[src/design/mwa_ram.sv]
// generic single write port ram with registered read
module mwa_ram #(
    parameter int WIDTH = 32,
    parameter int DEPTH = 64
) (
    input  logic                                        aclk,
    input  logic                                        we,
    input  logic [((DEPTH > 1) ? $clog2(DEPTH) : 1)-1:0] waddr,
    input  logic [WIDTH-1:0]                            wdata,
    input  logic                                        re,
    input  logic [((DEPTH > 1) ? $clog2(DEPTH) : 1)-1:0] raddr,
    output logic [WIDTH-1:0]                            rdata
);

    logic [WIDTH-1:0] mem [DEPTH];
    logic [WIDTH-1:0] rdata_reg;

    always_ff @(posedge aclk) begin
        if (we) begin
            mem[waddr] <= wdata;
        end
        if (re) begin
            rdata_reg <= mem[raddr];
        end
    end

    assign rdata = rdata_reg;

endmodule

[config.mk]
export PLATFORM = sky130hd
export DESIGN_NAME = mwa_ram
export DESIGN_NICKNAME = d
export VERILOG_FILES = /design/src/design/mwa_ram.sv
export SDC_FILE = /design/constraint.sdc
export NUM_CORES = 2
export LEC_CHECK = 0
export BUFFER_PORTS_ARGS = -buffer_cell sky130_fd_sc_hd__buf_2
export CAP_MARGIN = 5
export CELL_PAD_IN_SITES_DETAIL_PLACEMENT = 1
export CELL_PAD_IN_SITES_GLOBAL_PLACEMENT = 1
export CORE_ASPECT_RATIO = 0.6
export CORE_MARGIN = 2
export CORE_UTILIZATION = 50
export CTS_BUF_LIST = sky130_fd_sc_hd__clkbuf_8
export DETAILED_ROUTE_END_ITERATION = 6
export PLACE_DENSITY_LB_ADDON = 0.25
export SLEW_MARGIN = 20
export SYNTH_ARGS = -nofsm -noshare
export SYNTH_HDL_FRONTEND = slang
export SYNTH_SLANG_ARGS = --single-unit
export TNS_END_PERCENT = 20
[constraint.sdc]
create_clock -name aclk -period 5.9 [get_ports aclk]
set_input_delay 0.295 -clock aclk [delete_from_list [all_inputs] [get_ports aclk]]
set_output_delay 0.295 -clock aclk [all_outputs]
set_load 0.01 [all_outputs]
# Yosys cells after proc, flatten, opt, wreduce, memory -nomap -nowiden
# Memory sizes are Yosys's and may differ from the RTL's. A register that Yosys moved wholly into a read port is not among the register bits.
# Index checks and enable logic that the tools add are counted.
[totals]
n_memories = 1
ram_bits = 2048
input_bits = 47
ff_bits = 0
[memory_table]
columns = ["name", "words", "word_bits", "read_ports", "rd_ports_with_merged_regs", "write_ports", "line_no", "rtl"]
rows = [
  ["mem", 64, 32, 1, 1, 1, "15", "logic [WIDTH-1:0] mem [DEPTH];"],
]
[classes]
n_mux = 2
[ops]
columns = ["op", "n"]
rows = [
  ["1-bit two-way mux", 2],
]

# Depth between registers and ports, before layout
[logic_depth]
ltp_word = 2
mapped_depth = 10
depth_no_buf = 5

# Least setup slack after synthesis
# No wires, ideal clock.
[synth_path]
kind = "input port to flip-flop"
start = "input waddr[3] (netlist bit)"
end = "memory mem[48][0] (enable)"
path_stages = 4
arrival_time_ns = 2.994
setup_time_ns = 0.461
t_required_ns = 5.439
setup_slack_ns = 2.445
n_path_buf = 1
cell_sequence = "clkbuf_1 -> nor2b_1 -> nand4b_1 -> nor3_1"
[synth_rtl]
columns = ["item", "line_no", "rtl"]
rows = [
  ["from (decl)", "8", "input logic [((DEPTH > 1) ? $clog2(DEPTH) : 1)-1:0] waddr,"],
  ["to (decl)", "15", ""],
]
# No word-level cell before the write port.

==> impl_metrics.py <==
metrics = {
    "grt": {
        "grt_usage_pct": 28.7,
        "grt_pass1_wl_um": 317000,
        "globalRouteOverflowTotal": 0,
        "antenna_found_initial": 29,
        "grt_max_degree": 80,
        "grt_pass1_vias": 40276,
    },
    "power": {
        "pwr-share-comb_pct": 5.7,
        "intPower_mw": 22.1,
        "clkPwrFrac_pct": 36.8,
        "ir_drop_mv": 0.241,
        "power_frac_seq_pct": 57.5,
        "p_per_area_nw_per_um2": 325,
        "p_leak_nw": 27.6,
        "switching_power_mw": 6.59,
        "p_sw_share_pct": 23.0,
    },
    "timing": {
        "finClkSkew_ps": 69.7,
        "fmax_mhz": 343,
        "worstMarginPinSlew_ps": 1260,
        "min_period_ps": 2910,
        "period_share_pct": 49.4,
        "hold_viol": 0,
        "setup_tns_ps": 0,
        "slew_headroom_pct": 15.8,
        "setup_viol": 0,
        "rsz0062_at_grt": "no",
        "holdWs_ps": 174,
        "slew_violations": 0,
    },
    "worst_hold_path": {
        "hold_path_class": "in -> reg",
    },
    "drt": {
        "ant_nets": 0,
        "vias": 39235,
        "drtIter0Drc": 6260,
        "via_per_inst": 6.51,
        "first_pass_iters": 5,
        "drt_wl_total_um": 228000,
        "drc": 0,
        "wl_per_cell_um": 37.8,
    },
    "critical_path": {
        "start_kind": "input pin",
        "crit_path_end_kind": "flip-flop",
        "crit_fanout": 78,
        "worstPathArrival_ps": 3760,
        "r2r_setup_slack_ps": 3060,
        "path_class": "in -> reg",
        "required_ps": 6740,
    },
    "place": {
        "portBuffers": 78,
        "gp_congestion": 0.827,
        "placed_cells": 5461,
        "hpwl_um": 126000,
    },
    "logic_synthesis": {
        "ys_seq_elements": 2080,
        "seq_area_frac_synth_pct": 79.2,
        "ys_async_sr_fraction_pct": 0,
        "syn-num-nets": 3371,
        "synth_area_um2": 78800,
        "yosysWarnings": 0,
        "syn_avg_cell_area_um2": 23.7,
        "synth_edf_count": 2080,
        "synth_cells": 3324,
        "ys.flop_type": "edfxtp_1",
        "ys_types": 33,
    },
    "clock_tree": {
        "cts_made_buffers": 309,
        "cts_resized": 0,
        "clockBufferDepth": 4,
        "insertion_delay_ps": 1060,
        "cts_post_setup_buffers_inserted": 0,
        "clk_pin_slew_ps": 70,
        "root_buffer": "clkbuf_8",
        "cts_tree": "yes",
        "htree_levels": 5,
        "clock-sinks": 2080,
    },
    "final_layout": {
        "drive_gt1_share_pct": 30.2,
        "post-route-util_pct": 56.6,
        "area_growth_pct": 12.0,
        "final_cells": 6024,
        "largest_reg_flops": 2048,
        "num-fill-cells": 13076,
        "nNetsFinal": 3743,
    },
    "run_status": {
        "outcome": "completed",
    },
    "floorplan": {
        "start_util_pct": 50.5,
        "die_x_um": 517,
        "fp.coreArea_um2": 156000,
        "num_io_pins": 79,
        "dieArea_um2": 161000,
        "die_y_um": 312,
        "rows": 112,
    },
    "flow_run": {
        "cap_violations": 0,
    },
}
Yosys cell counts, drive strengths merged (4+ instances only):
library cell / count / area share, %
a311oi: 8 / 0.089
a21oi: 62 / 0.39
edfxtp: 2080 / 79
nand3b: 5 / 0.048
or3b: 5 / 0.056
nor2: 137 / 0.65
o32ai: 4 / 0.044
o221ai: 27 / 0.30
and3: 4 / 0.032
nand3: 5 / 0.032
mux2i: 93 / 1.2
buf: 108 / 0.77
nor2b: 15 / 0.12
nor3: 7 / 0.044
nand2: 26 / 0.12
mux4: 544 / 16
clkbuf: 74 / 0.35
nand2b: 8 / 0.063
a41o: 4 / 0.051
a22oi: 12 / 0.11
o22ai: 84 / 0.67
path summary, 6_finish.rpt:
kind / startpoint / to / cells after the start
setup / recovery: raddr[2] / rdata[1] / 7
hold / removal: waddr[1] / mem[48][14] / 3
setup reg to reg: mem[59][18] / rdata[18] / 5
hold reg to reg: mem[12][20] / rdata[20] / 4
layer usage:
layer  track usage, %  wire length, um
met1             44.3            93600
met2             40.7           100000
met3             7.83            28900
met4             7.62             5170
met5                0               56
power by group through the flow:
| stage | logic, mW | clock network, mW | registers [mW] |
|---|---|---|---|
| 6_report | 1.63 | 10.6 | 16.5 |
| 4_1_cts | 1.61 | 10.7 | 16.5 |
| 3_5_place_dp | 1.60 | 0 | 16.8 |
| 5_1_grt | 1.71 | 11.3 | 16.5 |
| 2_1_floorplan | 0.796 | 0 | 16.7 |
| 3_3_place_gp | 1.53 | 0 | 16.8 |
through the flow:
step | power [mW] | area (um2) | setup WS (ps)
global placement | 18.3 | 82600 | 1650
detailed placement | 18.4 | 82600 | 1880
finish | 28.6 | 88300 | 2990
CTS | 28.8 | 88100 | 3010
global route | 29.5 | 88200 | 2760
floorplan | 17.5 | 78800 | 2450
area by class of cell:
cell class	count	area (um2)	area share (%)
multi-input combinational	1062	16000	18.1
antenna	14	35.0	0.0397
clock inverter	201	918	1.04
sequential	2080	62500	70.8
tap	2109	2640	2.99
clock buffer	315	4340	4.91
timing repair buffer	243	1880	2.13
logic make-up after synthesis:
kind of cell / Yosys count / share of synthesized area, %
flops: 2080 / 79.2
buf+inv: 182 / 1.12
mux: 637 / 16.7
simple gates: 223 / 1.26
compound gates: 202 / 1.67
repair_timing:
action,CTS,global route
endpoints found under the setup margin,0,0
endpoints found under the hold margin,1366,512
hold buffers,25,8
cell usage in the layout (no fill, tap or decap), drive strengths merged, types with 62 or more instances in the layout:
cell and n:
edfxtp 2080, mux4 544, clkbuf 315, buf 210
nor2 137, clkinv 97, inv 96, mux2i 93
o22ai 84, a21oi 62
critical path, cell delays in order:
cell	delay, ps
buf_8	460
buf_12	450
or2_2	770
o22ai_1	210
nor2_1	750
a21oi_1	340
nor2_1	180
Note: power is estimated with default switching activity, not from simulation.
