### src/design/mwa_pkg.sv
// types and constants shared by the max weight assignment block
package mwa_pkg;

    localparam int ENTRY_W     = 32;
    localparam int SCORE_W     = 35;
    localparam int BEST_W      = 34;
    localparam int COUNT_W     = 4;
    localparam int CFG_INDEX_W = 2;
    localparam int S_TDATA_W   = 32;
    localparam int M_TDATA_W   = 40;

    localparam logic [CFG_INDEX_W-1:0] CFG_ROW_COUNT    = 2'd0;
    localparam logic [CFG_INDEX_W-1:0] CFG_COLUMN_COUNT = 2'd1;

    localparam logic [COUNT_W-1:0] ROW_COUNT_RESET    = 4'd8;
    localparam logic [COUNT_W-1:0] COLUMN_COUNT_RESET = 4'd8;

    typedef enum logic [2:0] {
        ST_LOAD,
        ST_CLEAR,
        ST_SCAN,
        ST_DRAIN,
        ST_READ_FULL,
        ST_DONE
    } mwa_state_t;

    typedef struct packed {
        logic take_base;
        logic take_cand;
        logic clear;
        logic out_load;
        logic out_zero;
    } mwa_ctrl_t;

endpackage

### src/design/mwa_seq.sv
// sequencer: matrix loading, table clearing and the row by mask search order
module mwa_seq
    import mwa_pkg::*;
#(
    parameter int MAX_ROWS    = 8,
    parameter int MAX_COLUMNS = 8,
    localparam int RW  = $clog2(MAX_ROWS + 1),
    localparam int CW  = $clog2(MAX_COLUMNS + 1),
    localparam int SD  = MAX_ROWS * MAX_COLUMNS,
    localparam int SAW = (SD > 1) ? $clog2(SD) : 1,
    localparam int PW  = $clog2(SD + 1),
    localparam int MW  = MAX_COLUMNS
) (
    input  logic           aclk,
    input  logic           aresetn,
    input  logic [RW-1:0]  rows_used,
    input  logic [CW-1:0]  cols_used,
    input  logic           in_valid,
    input  logic           in_last,
    output logic           in_ready,
    input  logic           out_free,
    output logic           store_we,
    output logic [SAW-1:0] store_waddr,
    output logic           w_re,
    output logic [SAW-1:0] w_raddr,
    output logic           dp_re,
    output logic [MW-1:0]  dp_raddr,
    output logic           dp_we,
    output logic [MW-1:0]  dp_waddr,
    output mwa_ctrl_t      ctrl
);

    mwa_state_t state_reg, state_next;
    logic [PW-1:0] pos_reg, pos_next;
    logic [RW-1:0] r_reg, r_next;
    logic [CW-1:0] c_reg, c_next;
    logic [MW-1:0] full_reg, full_next;
    logic          zero_reg, zero_next;
    logic [MW-1:0] msk_reg, msk_next;
    logic [MW-1:0] bit_reg, bit_next;
    logic [RW-1:0] k_reg, k_next;
    logic [CW-1:0] t_reg, t_next;
    logic [PW-1:0] row_base_reg, row_base_next;
    logic [PW-1:0] w_addr_reg, w_addr_next;
    logic          rd_base_reg, rd_base_next;
    logic          rd_cand_reg, rd_cand_next;

    logic [PW-1:0] total;
    logic          accept;
    logic          store_ok;

    assign total    = PW'(rows_used) * PW'(cols_used);
    assign accept   = in_valid && (state_reg == ST_LOAD);
    assign store_ok = (pos_reg < total) && (32'(pos_reg) < SD);

    always_comb begin
        state_next    = state_reg;
        pos_next      = pos_reg;
        r_next        = r_reg;
        c_next        = c_reg;
        full_next     = full_reg;
        zero_next     = zero_reg;
        msk_next      = msk_reg;
        bit_next      = bit_reg;
        k_next        = k_reg;
        t_next        = t_reg;
        row_base_next = row_base_reg;
        w_addr_next   = w_addr_reg;
        rd_base_next  = (state_reg == ST_SCAN) && (t_reg == '0);
        rd_cand_next  = (state_reg == ST_SCAN) && (t_reg != '0) && (|(msk_reg & bit_reg));
        unique case (state_reg)
            ST_LOAD: begin
                if (accept) begin
                    if (store_ok) begin
                        pos_next = pos_reg + PW'(1);
                    end
                    if (in_last) begin
                        pos_next   = '0;
                        r_next     = rows_used;
                        c_next     = cols_used;
                        full_next  = MW'((1 << cols_used) - 1);
                        zero_next  = (rows_used == '0) || (cols_used == '0);
                        msk_next   = '0;
                        state_next = ((rows_used == '0) || (cols_used == '0)) ? ST_DONE
                                                                              : ST_CLEAR;
                    end
                end
            end
            ST_CLEAR: begin
                if (msk_reg == full_reg) begin
                    k_next        = '0;
                    row_base_next = '0;
                    t_next        = '0;
                    state_next    = ST_SCAN;
                end else begin
                    msk_next = msk_reg + MW'(1);
                end
            end
            ST_SCAN: begin
                if (t_reg == '0) begin
                    bit_next    = MW'(1);
                    w_addr_next = row_base_reg;
                end else begin
                    bit_next    = bit_reg << 1;
                    w_addr_next = w_addr_reg + PW'(1);
                end
                t_next = t_reg + CW'(1);
                if (t_reg == c_reg) begin
                    t_next     = '0;
                    state_next = ST_DRAIN;
                end
            end
            ST_DRAIN: begin
                t_next = '0;
                if (msk_reg == '0) begin
                    if ((k_reg + RW'(1)) == r_reg) begin
                        state_next = ST_READ_FULL;
                    end else begin
                        k_next        = k_reg + RW'(1);
                        row_base_next = row_base_reg + PW'(c_reg);
                        msk_next      = full_reg;
                        state_next    = ST_SCAN;
                    end
                end else begin
                    msk_next   = msk_reg - MW'(1);
                    state_next = ST_SCAN;
                end
            end
            ST_READ_FULL: begin
                state_next = ST_DONE;
            end
            ST_DONE: begin
                if (out_free) begin
                    state_next = ST_LOAD;
                end
            end
            default: begin
                state_next = ST_LOAD;
            end
        endcase
    end

    always_comb begin
        in_ready       = (state_reg == ST_LOAD);
        store_we       = accept && store_ok;
        store_waddr    = SAW'(pos_reg);
        w_re           = (state_reg == ST_SCAN) && (t_reg != '0);
        w_raddr        = SAW'(w_addr_reg);
        dp_re          = (state_reg == ST_SCAN) || (state_reg == ST_READ_FULL);
        if (state_reg == ST_READ_FULL) begin
            dp_raddr = full_reg;
        end else if (t_reg == '0) begin
            dp_raddr = msk_reg;
        end else begin
            dp_raddr = msk_reg ^ bit_reg;
        end
        dp_we          = (state_reg == ST_CLEAR) || (state_reg == ST_DRAIN);
        dp_waddr       = msk_reg;
        ctrl.take_base = rd_base_reg;
        ctrl.take_cand = rd_cand_reg;
        ctrl.clear     = (state_reg == ST_CLEAR);
        ctrl.out_load  = (state_reg == ST_DONE) && out_free;
        ctrl.out_zero  = zero_reg;
    end

    always_ff @(posedge aclk) begin
        if (!aresetn) begin
            state_reg    <= ST_LOAD;
            pos_reg      <= '0;
            r_reg        <= '0;
            c_reg        <= '0;
            full_reg     <= '0;
            zero_reg     <= 1'b0;
            msk_reg      <= '0;
            bit_reg      <= '0;
            k_reg        <= '0;
            t_reg        <= '0;
            row_base_reg <= '0;
            w_addr_reg   <= '0;
            rd_base_reg  <= 1'b0;
            rd_cand_reg  <= 1'b0;
        end else begin
            state_reg    <= state_next;
            pos_reg      <= pos_next;
            r_reg        <= r_next;
            c_reg        <= c_next;
            full_reg     <= full_next;
            zero_reg     <= zero_next;
            msk_reg      <= msk_next;
            bit_reg      <= bit_next;
            k_reg        <= k_next;
            t_reg        <= t_next;
            row_base_reg <= row_base_next;
            w_addr_reg   <= w_addr_next;
            rd_base_reg  <= rd_base_next;
            rd_cand_reg  <= rd_cand_next;
        end
    end

endmodule

### config.mk
export PLATFORM = sky130hd
export DESIGN_NAME = mwa_seq
export DESIGN_NICKNAME = d
export VERILOG_FILES = /design/src/design/mwa_pkg.sv /design/src/design/mwa_seq.sv
export SDC_FILE = /design/constraint.sdc
export NUM_CORES = 1
export LEC_CHECK = 0
export ABC_CLOCK_PERIOD_IN_PS = 14940
export BUFFER_PORTS_ARGS = -buffer_cell sky130_fd_sc_hd__buf_2
export CAP_MARGIN = 40
export CELL_PAD_IN_SITES_DETAIL_PLACEMENT = 1
export CELL_PAD_IN_SITES_GLOBAL_PLACEMENT = 1
export CORE_UTILIZATION = 40
export CTS_CLUSTER_SIZE = 28
export DETAILED_ROUTE_END_ITERATION = 8
export PLACE_DENSITY_LB_ADDON = 0.1
export SLEW_MARGIN = 0
export SYNTH_ARGS = -nofsm -noshare
export SYNTH_HDL_FRONTEND = slang
export SYNTH_SLANG_ARGS = --single-unit
### constraint.sdc
create_clock -name aclk -period 14.94 [get_ports aclk]
set_input_delay 2.988 -clock aclk [delete_from_list [all_inputs] [get_ports aclk]]
set_output_delay 2.988 -clock aclk [all_outputs]
set_load 0.02 [all_outputs]
# Word-level counts from Yosys, hierarchy flattened
# Cells that the tools add are included.
# W data, S select, Z words.
[word_totals]
regBits = 67
input_bits = 13
out_inout_bits = 38
wordCells = 103
[op_classes]
mul = 1
n_bitwise = 2
addsub = 8
n_reduce_logical = 27
n_shift = 1
eq_ne = 17
n_lt_le_gt_ge = 2
muxes = 31
[op_table]
columns = ["op", "n"]
rows = [
  ["$mux W8", 8],
  ["$mux W7", 6],
  ["$mux W3", 8],
  ["$pmux W8 S3", 1],
  ["$pmux W3 S6", 1],
  ["$mux W4", 4],
  ["$add A7 B1 Y7 const B", 2],
  ["$pmux W7 S2", 1],
  ["$logic_not A4 Y1", 3],
  ["$pmux W4 S3", 1],
  ["$ne A2 B2 Y1 const B", 5],
  ["$reduce_and A5 Y1", 2],
  ["$add A4 B1 Y4 const B", 2],
  ["$add A8 B1 Y8 const B", 1],
  ["$and A8 B8 Y8", 1],
  ["$eq A4 B4 Y1", 2],
  ["$eq A8 B8 Y1", 1],
  ["$logic_not A8 Y1", 1],
  ["$pmux W4 S2", 1],
  ["$reduce_or A8 Y1", 1],
  ["$shl A1 B4 Y8 const A", 1],
  ["$sub A8 B1 Y8 const B", 1],
  ["$sub A8 B2 Y8 const B", 1],
  ["$xor A8 B8 Y8", 1],
  ["18 further kinds", 33],
]

# Longest topological paths before layout
# Gate-level depths: netlist (run 1).
[depth]
depth_word = 6
mapped_depth = 16
mapped_depth_nobuf = 14

# Worst setup path before layout (run 1)
# OpenSTA, ideal clock, no wires.
[synth_timing]
path_type = "in2out"
from = "in cols_used[3]"
to = "out store_we"
path_slack_ns = 5.608
arrival_time_ns = 6.344
path_buffers = 2
path_stages = 15
path_cell_list = "clkbuf_1 > nand2_1 > fa_1 > inv_1 > fa_1 > fa_1 > a21o_1 > a21oi_1 > xnor2_1 > ha_1 > nand2_1 > a21oi_1 > a21o_1 > clkbuf_1 > inv_1"
[synth_between]
elab_chain_cells = 4
[synth_rtl]
columns = ["item", "line", "text"]
rows = [
  ["start, declared", "mwa_seq.sv:17", "input logic [CW-1:0] cols_used,"],
  ["$mul A4 B4 Y7", "mwa_seq.sv:52", "assign total = PW'(rows_used) * PW'(cols_used);"],
  ["$lt A7 B7 Y1", "mwa_seq.sv:54", "assign store_ok = (pos_reg < total) && (32'(pos_reg) < SD);"],
  ["$logic_and A1 B1 Y1", "mwa_seq.sv:54", ""],
  ["$logic_and A1 B1 Y1", "mwa_seq.sv:145", "store_we = accept && store_ok;"],
  ["end, declared", "mwa_seq.sv:22", "output logic store_we,"],
]
# Every way passes these cells.

# Worst setup path after layout (run 1)
# Ends and elaborated chain as after synthesis.

==> flow_metrics.env, run 1 <==
export IMPL_dieArea_sq_um=12100
export IMPL_die_width_um=110
export IMPL_synth_avg_cell_area_sq_um=8.14
export IMPL_initial_core_util=0.419
export IMPL_cp_end_kind="primary output"
export IMPL_die_h_um=110
export IMPL_cts_tree="yes"
export IMPL_hold_path_class="reg2reg"
export IMPL_diodes=0
export IMPL_final_cell_mix="nand2_1, dfxtp_1, buf_2"
export IMPL_place_inst=717
export IMPL_nNetsFinal=642
export IMPL_skew_ns=0.00939
export IMPL_crit_family="adder cells"
export IMPL_cts_buffer_depth=2
export IMPL_multi_input_area_sq_um=3030
export IMPL_crit_fanout=14
export IMPL_syn_num_nets=625
export IMPL_synth_area_sq_um=4650
export IMPL_synth_ff_type="dfxtp_1"
export IMPL_cp_arrival_ns=6.45
export IMPL_leakagePower_uw=0.00227
export IMPL_post_route_period_util=0.632
export IMPL_grt_usage=0.237
export IMPL_rsz0062_at_grt="false"
export IMPL_worst_pin_slew_ns=0.900
export IMPL_dr_pass1_iters=4
export IMPL_drive_above_1_share=0.153
export IMPL_ir_worst_vdd_uv=83.3
export IMPL_clk_pin_slew_ns=0.06
export IMPL_cts_sinks=65
export IMPL_crit_type="in2out"
export IMPL_crit_chain="buf_2 -> nand2_1 -> fa_1 -> inv_1 -> fa_1 -> fa_1 -> a21o_1 -> a21oi_1 -> xnor2_1 -> ha_1 -> nand2_1 -> a21oi_1 -> a21o_1 -> inv_1 -> buf_2"
export IMPL_grt_pass1_wl_um=22100
export IMPL_globalRouteOverflowTotal=0
export IMPL_routed_wl_um=13100
export IMPL_seq_area_frac_synth=0.280
export IMPL_yosysUniqueCellTypes=69
export IMPL_insertion_delay_ns=0.34
export IMPL_drv_slew=0
export IMPL_critPathMaxStageDelay_ns=0.54
export IMPL_fmax_mhz=106
export IMPL_critPathLaunchType="input pin"
export IMPL_crit_path_frequent_cell="fa_1"
export IMPL_portBuffers=50
export IMPL_post_cts_resized=0
export IMPL_fin_tns_setup_ns=0
export IMPL_drt_iter0_drc=177
export IMPL_cpMaxStageDelayCell="fa_1"
export IMPL_critPathBufInv=4
export IMPL_fin_ws_ns=5.50
export IMPL_drc=0
export IMPL_crit_required_ns=11.95
export IMPL_antenna_found_initial=0
export IMPL_fin_hold_ws_ns=0.477
export IMPL_grt_max_degree=29
export IMPL_finalSetupViolCount=0
export IMPL_hold_buffers=0
export IMPL_hold_violations=0
export IMPL_fp_row_count=38
export IMPL_postLayoutCoreUtil=0.472
export IMPL_synth_seq_cells=65
export IMPL_via_count=4253
export IMPL_final_antenna_net_count=0
export IMPL_viasPerCell=5.80
export IMPL_finalNonFillerCells=733
export IMPL_seq_area_sq_um=1300
export IMPL_synthCells=571
export IMPL_yosysWarnings=0
export IMPL_p_per_area_nw_per_um2=119
export IMPL_pin_count=51
export IMPL_h_tree_depth=3
export IMPL_synth_edf_count=0
export IMPL_dp_slack_ns=5.47
export IMPL_fillCellCount=1373
export IMPL_status="complete, no violations"
export IMPL_grt_pass1_vias=4228
export IMPL_area_delta_synth_final_pct=12.5
export IMPL_cts_buffers=9
export IMPL_cts_setup_buffers=0
export IMPL_cts_root_buf="clkbuf_16"
export IMPL_relSlewSlack=0.395
export IMPL_ys_async_sr_fraction=0
export IMPL_dp_hpwl_um=9630
export IMPL_drv_cap=0
export IMPL_globalplace_congestion=0.811
export IMPL_wl_per_cell_um=17.9
export IMPL_min_period_ns=9.44
export IMPL_coreArea_sq_um=11100
-- path summary, 6_finish.rpt --
path	from	endpoint	slack [ns]	depth (start not counted)
max	cols_used[3]	store_we	5.50	15
min	r_reg[3]	r_reg[3]	0.48	2
max reg2reg	dp_waddr[0]	dp_waddr[2]	12.11	7
min reg2reg	r_reg[3]	r_reg[3]	0.48	2
-- per-layer routing --
layer | vias to the layer above | part of all wire | track usage
li1 | 2086 | - | -
met1 | 2086 | 0.48 | 0.311
met3 | 11 | 0.031 | 0.0474
met4 | 0 | 0.0099 | 0.0552
met5 | - | 0 | 0
met2 | 70 | 0.48 | 0.398
-- per-stage QoR --
step | power (uW) | instance area (sq um)
global placement | 356 | 4860
CTS | 628 | 5230
finish | 622 | 5230
global route | 653 | 5230
floorplan | 315 | 4650
detailed placement | 360 | 4860
-- cell families after synthesis --
group / Yosys count / share of synthesized area
flip-flops: 65 / 0.280
AO/OA/AOI/OAI: 143 / 0.201
buffers and inverters: 69 / 0.0695
adder cells (fa/ha/maj): 41 / 0.118
XOR/XNOR: 31 / 0.0617
AND/OR/NAND/NOR: 210 / 0.243
multiplexers: 12 / 0.0258
-- Yosys cell counts, types with 2 or more instances --
library cell / count / share of area
o21ba_2: 3 / 0.0065
a2111oi_0: 2 / 0.0038
dfxtp_1: 65 / 0.28
a31o_1: 2 / 0.0038
o211ai_1: 2 / 0.0032
xnor2_1: 17 / 0.032
inv_1: 22 / 0.018
nand3_1: 27 / 0.029
o31ai_1: 6 / 0.0097
or3b_2: 4 / 0.0075
clkbuf_1: 27 / 0.022
nand4_1: 8 / 0.011
nor3_1: 11 / 0.012
a2111o_1: 3 / 0.0073
a22oi_1: 7 / 0.011
nor3b_1: 2 / 0.0032
ha_1: 36 / 0.097
nand2_1: 65 / 0.053
a41oi_1: 3 / 0.0057
and2_1: 15 / 0.020
buf_4: 11 / 0.018
or4_2: 2 / 0.0038
buf_6: 2 / 0.0048
nor3b_2: 2 / 0.0054
nor4_4: 2 / 0.0092
buf_2: 6 / 0.0065
o21ai_0: 31 / 0.033
a21o_1: 5 / 0.0081
nor2_1: 31 / 0.025
and3_1: 4 / 0.0054
a31oi_1: 9 / 0.012
a311oi_1: 2 / 0.0038
nor2b_1: 5 / 0.0067
nor4_1: 9 / 0.012
a21oi_1: 43 / 0.046
a211oi_1: 11 / 0.018
mux2i_1: 12 / 0.026
nand3b_1: 3 / 0.0048
and3b_1: 4 / 0.0075
fa_1: 5 / 0.022
or3_1: 5 / 0.0067
xor2_1: 13 / 0.025
-- power by group --
part           leakage [uW]  switching (uW)  total (uW)  internal [uW]
logic               0.00157            99.2         154           54.4
registers          0.000526            20.0         203            183
clock network      0.000176            84.9         265            180
-- cell type report --
class                           instances  share of cell area
Multi-Input combinational cell        437               0.579
Sequential cell                        65               0.249
Timing Repair Buffer                   53              0.0522
Clock buffer                            9              0.0431
Tap cell                              140              0.0335
Clock inverter                          7              0.0270
Inverter                               22              0.0158
-- worst min-delay path, stage by stage, from the launching register on --
cell,delay [ns]
dfxtp_1,0.32
nand2_1,0.06
a21oi_1,0.05
No activity file was read; power rests on OpenSTA's default activity.
==> run 2: changes to the inputs <==
--- a/config.mk
+++ b/config.mk
@@ -5,7 +5,7 @@
 export SDC_FILE = /design/constraint.sdc
 export NUM_CORES = 1
 export LEC_CHECK = 0
-export ABC_CLOCK_PERIOD_IN_PS = 14940
+export ABC_CLOCK_PERIOD_IN_PS = 8800
 export BUFFER_PORTS_ARGS = -buffer_cell sky130_fd_sc_hd__buf_2
 export CAP_MARGIN = 40
 export CELL_PAD_IN_SITES_DETAIL_PLACEMENT = 1
==> constraint.sdc (replaced) <==
create_clock -name aclk -period 8.8 [get_ports aclk]
set_input_delay 1.76 -clock aclk [delete_from_list [all_inputs] [get_ports aclk]]
set_output_delay 1.76 -clock aclk [all_outputs]
set_load 0.02 [all_outputs]
==> run 2 against run 1 <==
Highest routed layer unchanged. Critical path depth unchanged. Non-clock buffer count unchanged. Worst setup slack worse by 3.7 ns. Via count about the same. Design area down 1.2%. Die area unchanged. Global-route usage down 0.19 points. First-iteration DRC count down 3.4%. Critical endpoint unchanged.
==> flow_metrics.env, run 2 (synthesis results as in run 1) <==
export IMPL_dieArea_sq_um=12100
export IMPL_r2r_start="dp_waddr[0]"
export IMPL_cp_end_kind="primary output"
export IMPL_diodes=0
export IMPL_h_tree_depth=3
export IMPL_min_to="r_reg[3]"
export IMPL_routed_wl_um=13100
export IMPL_relSlewSlack=0.388
export IMPL_cts_buffers=9
export IMPL_r2r_worst_path_cells=7
export IMPL_worst_pin_slew_ns=0.910
export IMPL_grt_pass1_wl_um=21900
export IMPL_post_cts_resized=0
export IMPL_grt_max_degree=29
export IMPL_insertion_delay_ns=0.34
export IMPL_coreArea_sq_um=11100
export IMPL_area_delta_synth_final_pct=11.1
export IMPL_cts_sinks=65
export IMPL_fillCellCount=1368
export IMPL_hold_buffers=0
export IMPL_crit_required_ns=7.04
export IMPL_final_cell_mix="nand2_1, dfxtp_1, buf_2"
export IMPL_cts_buffer_depth=2
export IMPL_critPathLaunchType="input pin"
export IMPL_drv_slew=0
export IMPL_antenna_found_initial=0
export IMPL_nNetsFinal=642
export IMPL_ir_worst_vdd_uv=99.4
export IMPL_worstHoldPathCells=2
export IMPL_dp_hpwl_um=9650
export IMPL_initial_core_util=0.419
export IMPL_post_route_period_util=0.797
export IMPL_hold_path_class="reg2reg"
export IMPL_rsz0062_at_grt="false"
export IMPL_min_period_ns=7.01
export IMPL_status="complete, no violations"
export IMPL_globalRouteOverflowTotal=0
export IMPL_finalSetupViolCount=0
export IMPL_p_per_area_nw_per_um2=189
export IMPL_dr_pass1_iters=4
export IMPL_drive_above_1_share=0.153
export IMPL_final_antenna_net_count=0
export IMPL_fmax_mhz=143
export IMPL_via_count=4254
export IMPL_fin_tns_setup_ns=0
export IMPL_cp_arrival_ns=5.25
export IMPL_fin_hold_ws_ns=0.477
export IMPL_fin_ws_ns=1.79
export IMPL_drc=0
export IMPL_globalplace_congestion=0.811
export IMPL_grt_usage=0.235
export IMPL_cts_setup_buffers=0
export IMPL_holdCritStartpoint="r_reg[3]"
export IMPL_wl_per_cell_um=17.8
export IMPL_clk_pin_slew_ns=0.06
export IMPL_skew_ns=0.00629
export IMPL_crit_type="in2out"
export IMPL_die_width_um=110
export IMPL_grt_pass1_vias=4249
export IMPL_crit_fanout=14
export IMPL_r2r_setup_slack_ns=6.00
export IMPL_viasPerCell=5.80
export IMPL_cts_root_buf="clkbuf_16"
export IMPL_dp_slack_ns=1.77
export IMPL_leakagePower_uw=0.00224
export IMPL_postLayoutCoreUtil=0.466
export IMPL_die_h_um=110
export IMPL_cts_tree="yes"
export IMPL_reg2reg_to="dp_waddr[0]"
export IMPL_drv_cap=0
export IMPL_portBuffers=50
export IMPL_hold_violations=0
export IMPL_fp_row_count=38
export IMPL_pin_count=51
export IMPL_drt_iter0_drc=171
==> run 2: changes by cell type in the layout (fill, tap and decap cells not counted), sizes merged <==
cell and change:
clkinv +2, clkbuf +1, bufinv -3
==> run 2: critical path: stages <==
cell and delay, ns:
buf_2 0.21, nand2_1 0.12, fa_1 0.54, inv_1 0.05, fa_1 0.52, fa_1 0.47, a21o_1 0.19, a21oi_1 0.17
xnor2_1 0.10, ha_1 0.30, nand2_1 0.05, a21oi_1 0.20, a21o_1 0.32, inv_1 0.07, buf_2 0.16
==> run 2: routing by layer <==
metal | vias to the layer above | GRT usage | routed length, um
li1 | 2098 | - | -
met1 | 2066 | 0.312 | 6430
met2 | 78 | 0.392 | 6090
met3 | 12 | 0.0279 | 367
met4 | 0 | 0.0829 | 191
met5 | - | 0 | 0
==> run 2: through the flow <==
stage	instances	instance area [sq um]	power, uW
floorplan	571	4650	534
global route	733	5160	1030
detailed placement	717	4860	612
CTS	733	5160	985
finish	733	5160	974
global placement	717	4860	605
==> run 2: worst max path at each step <==
stage / endpoint / cells past startpoint / slack [ns] / start
final: store_we / 15 / 1.79 / cols_used[3]
after global routing: store_we / 15 / 1.53 / cols_used[3]
after CTS: store_we / 15 / 1.77 / cols_used[3]
after detailed placement: store_we / 15 / 1.77 / cols_used[3]
after global placement: store_we / 15 / 1.86 / cols_used[3]
after floorplan: store_we / 15 / 1.92 / cols_used[3]
==> run 2: cell type report <==
class	instances	area, sq um	share of cell area
flip-flops and latches	65	1300	0.252
clock buffers	10	239	0.0463
multi-input cells	437	3030	0.586
well taps	140	175	0.0339
inverters	22	82.6	0.0160
repair buffers	53	273	0.0528
clock inverters	6	65.1	0.0126
==> run 2: power by group <==
part / switching (uW) / internal [uW] / total, uW
registers: 34.1 / 311 / 346
clock network: 141 / 227 / 368
logic: 168 / 92.5 / 260
total: 343 / 631 / 974
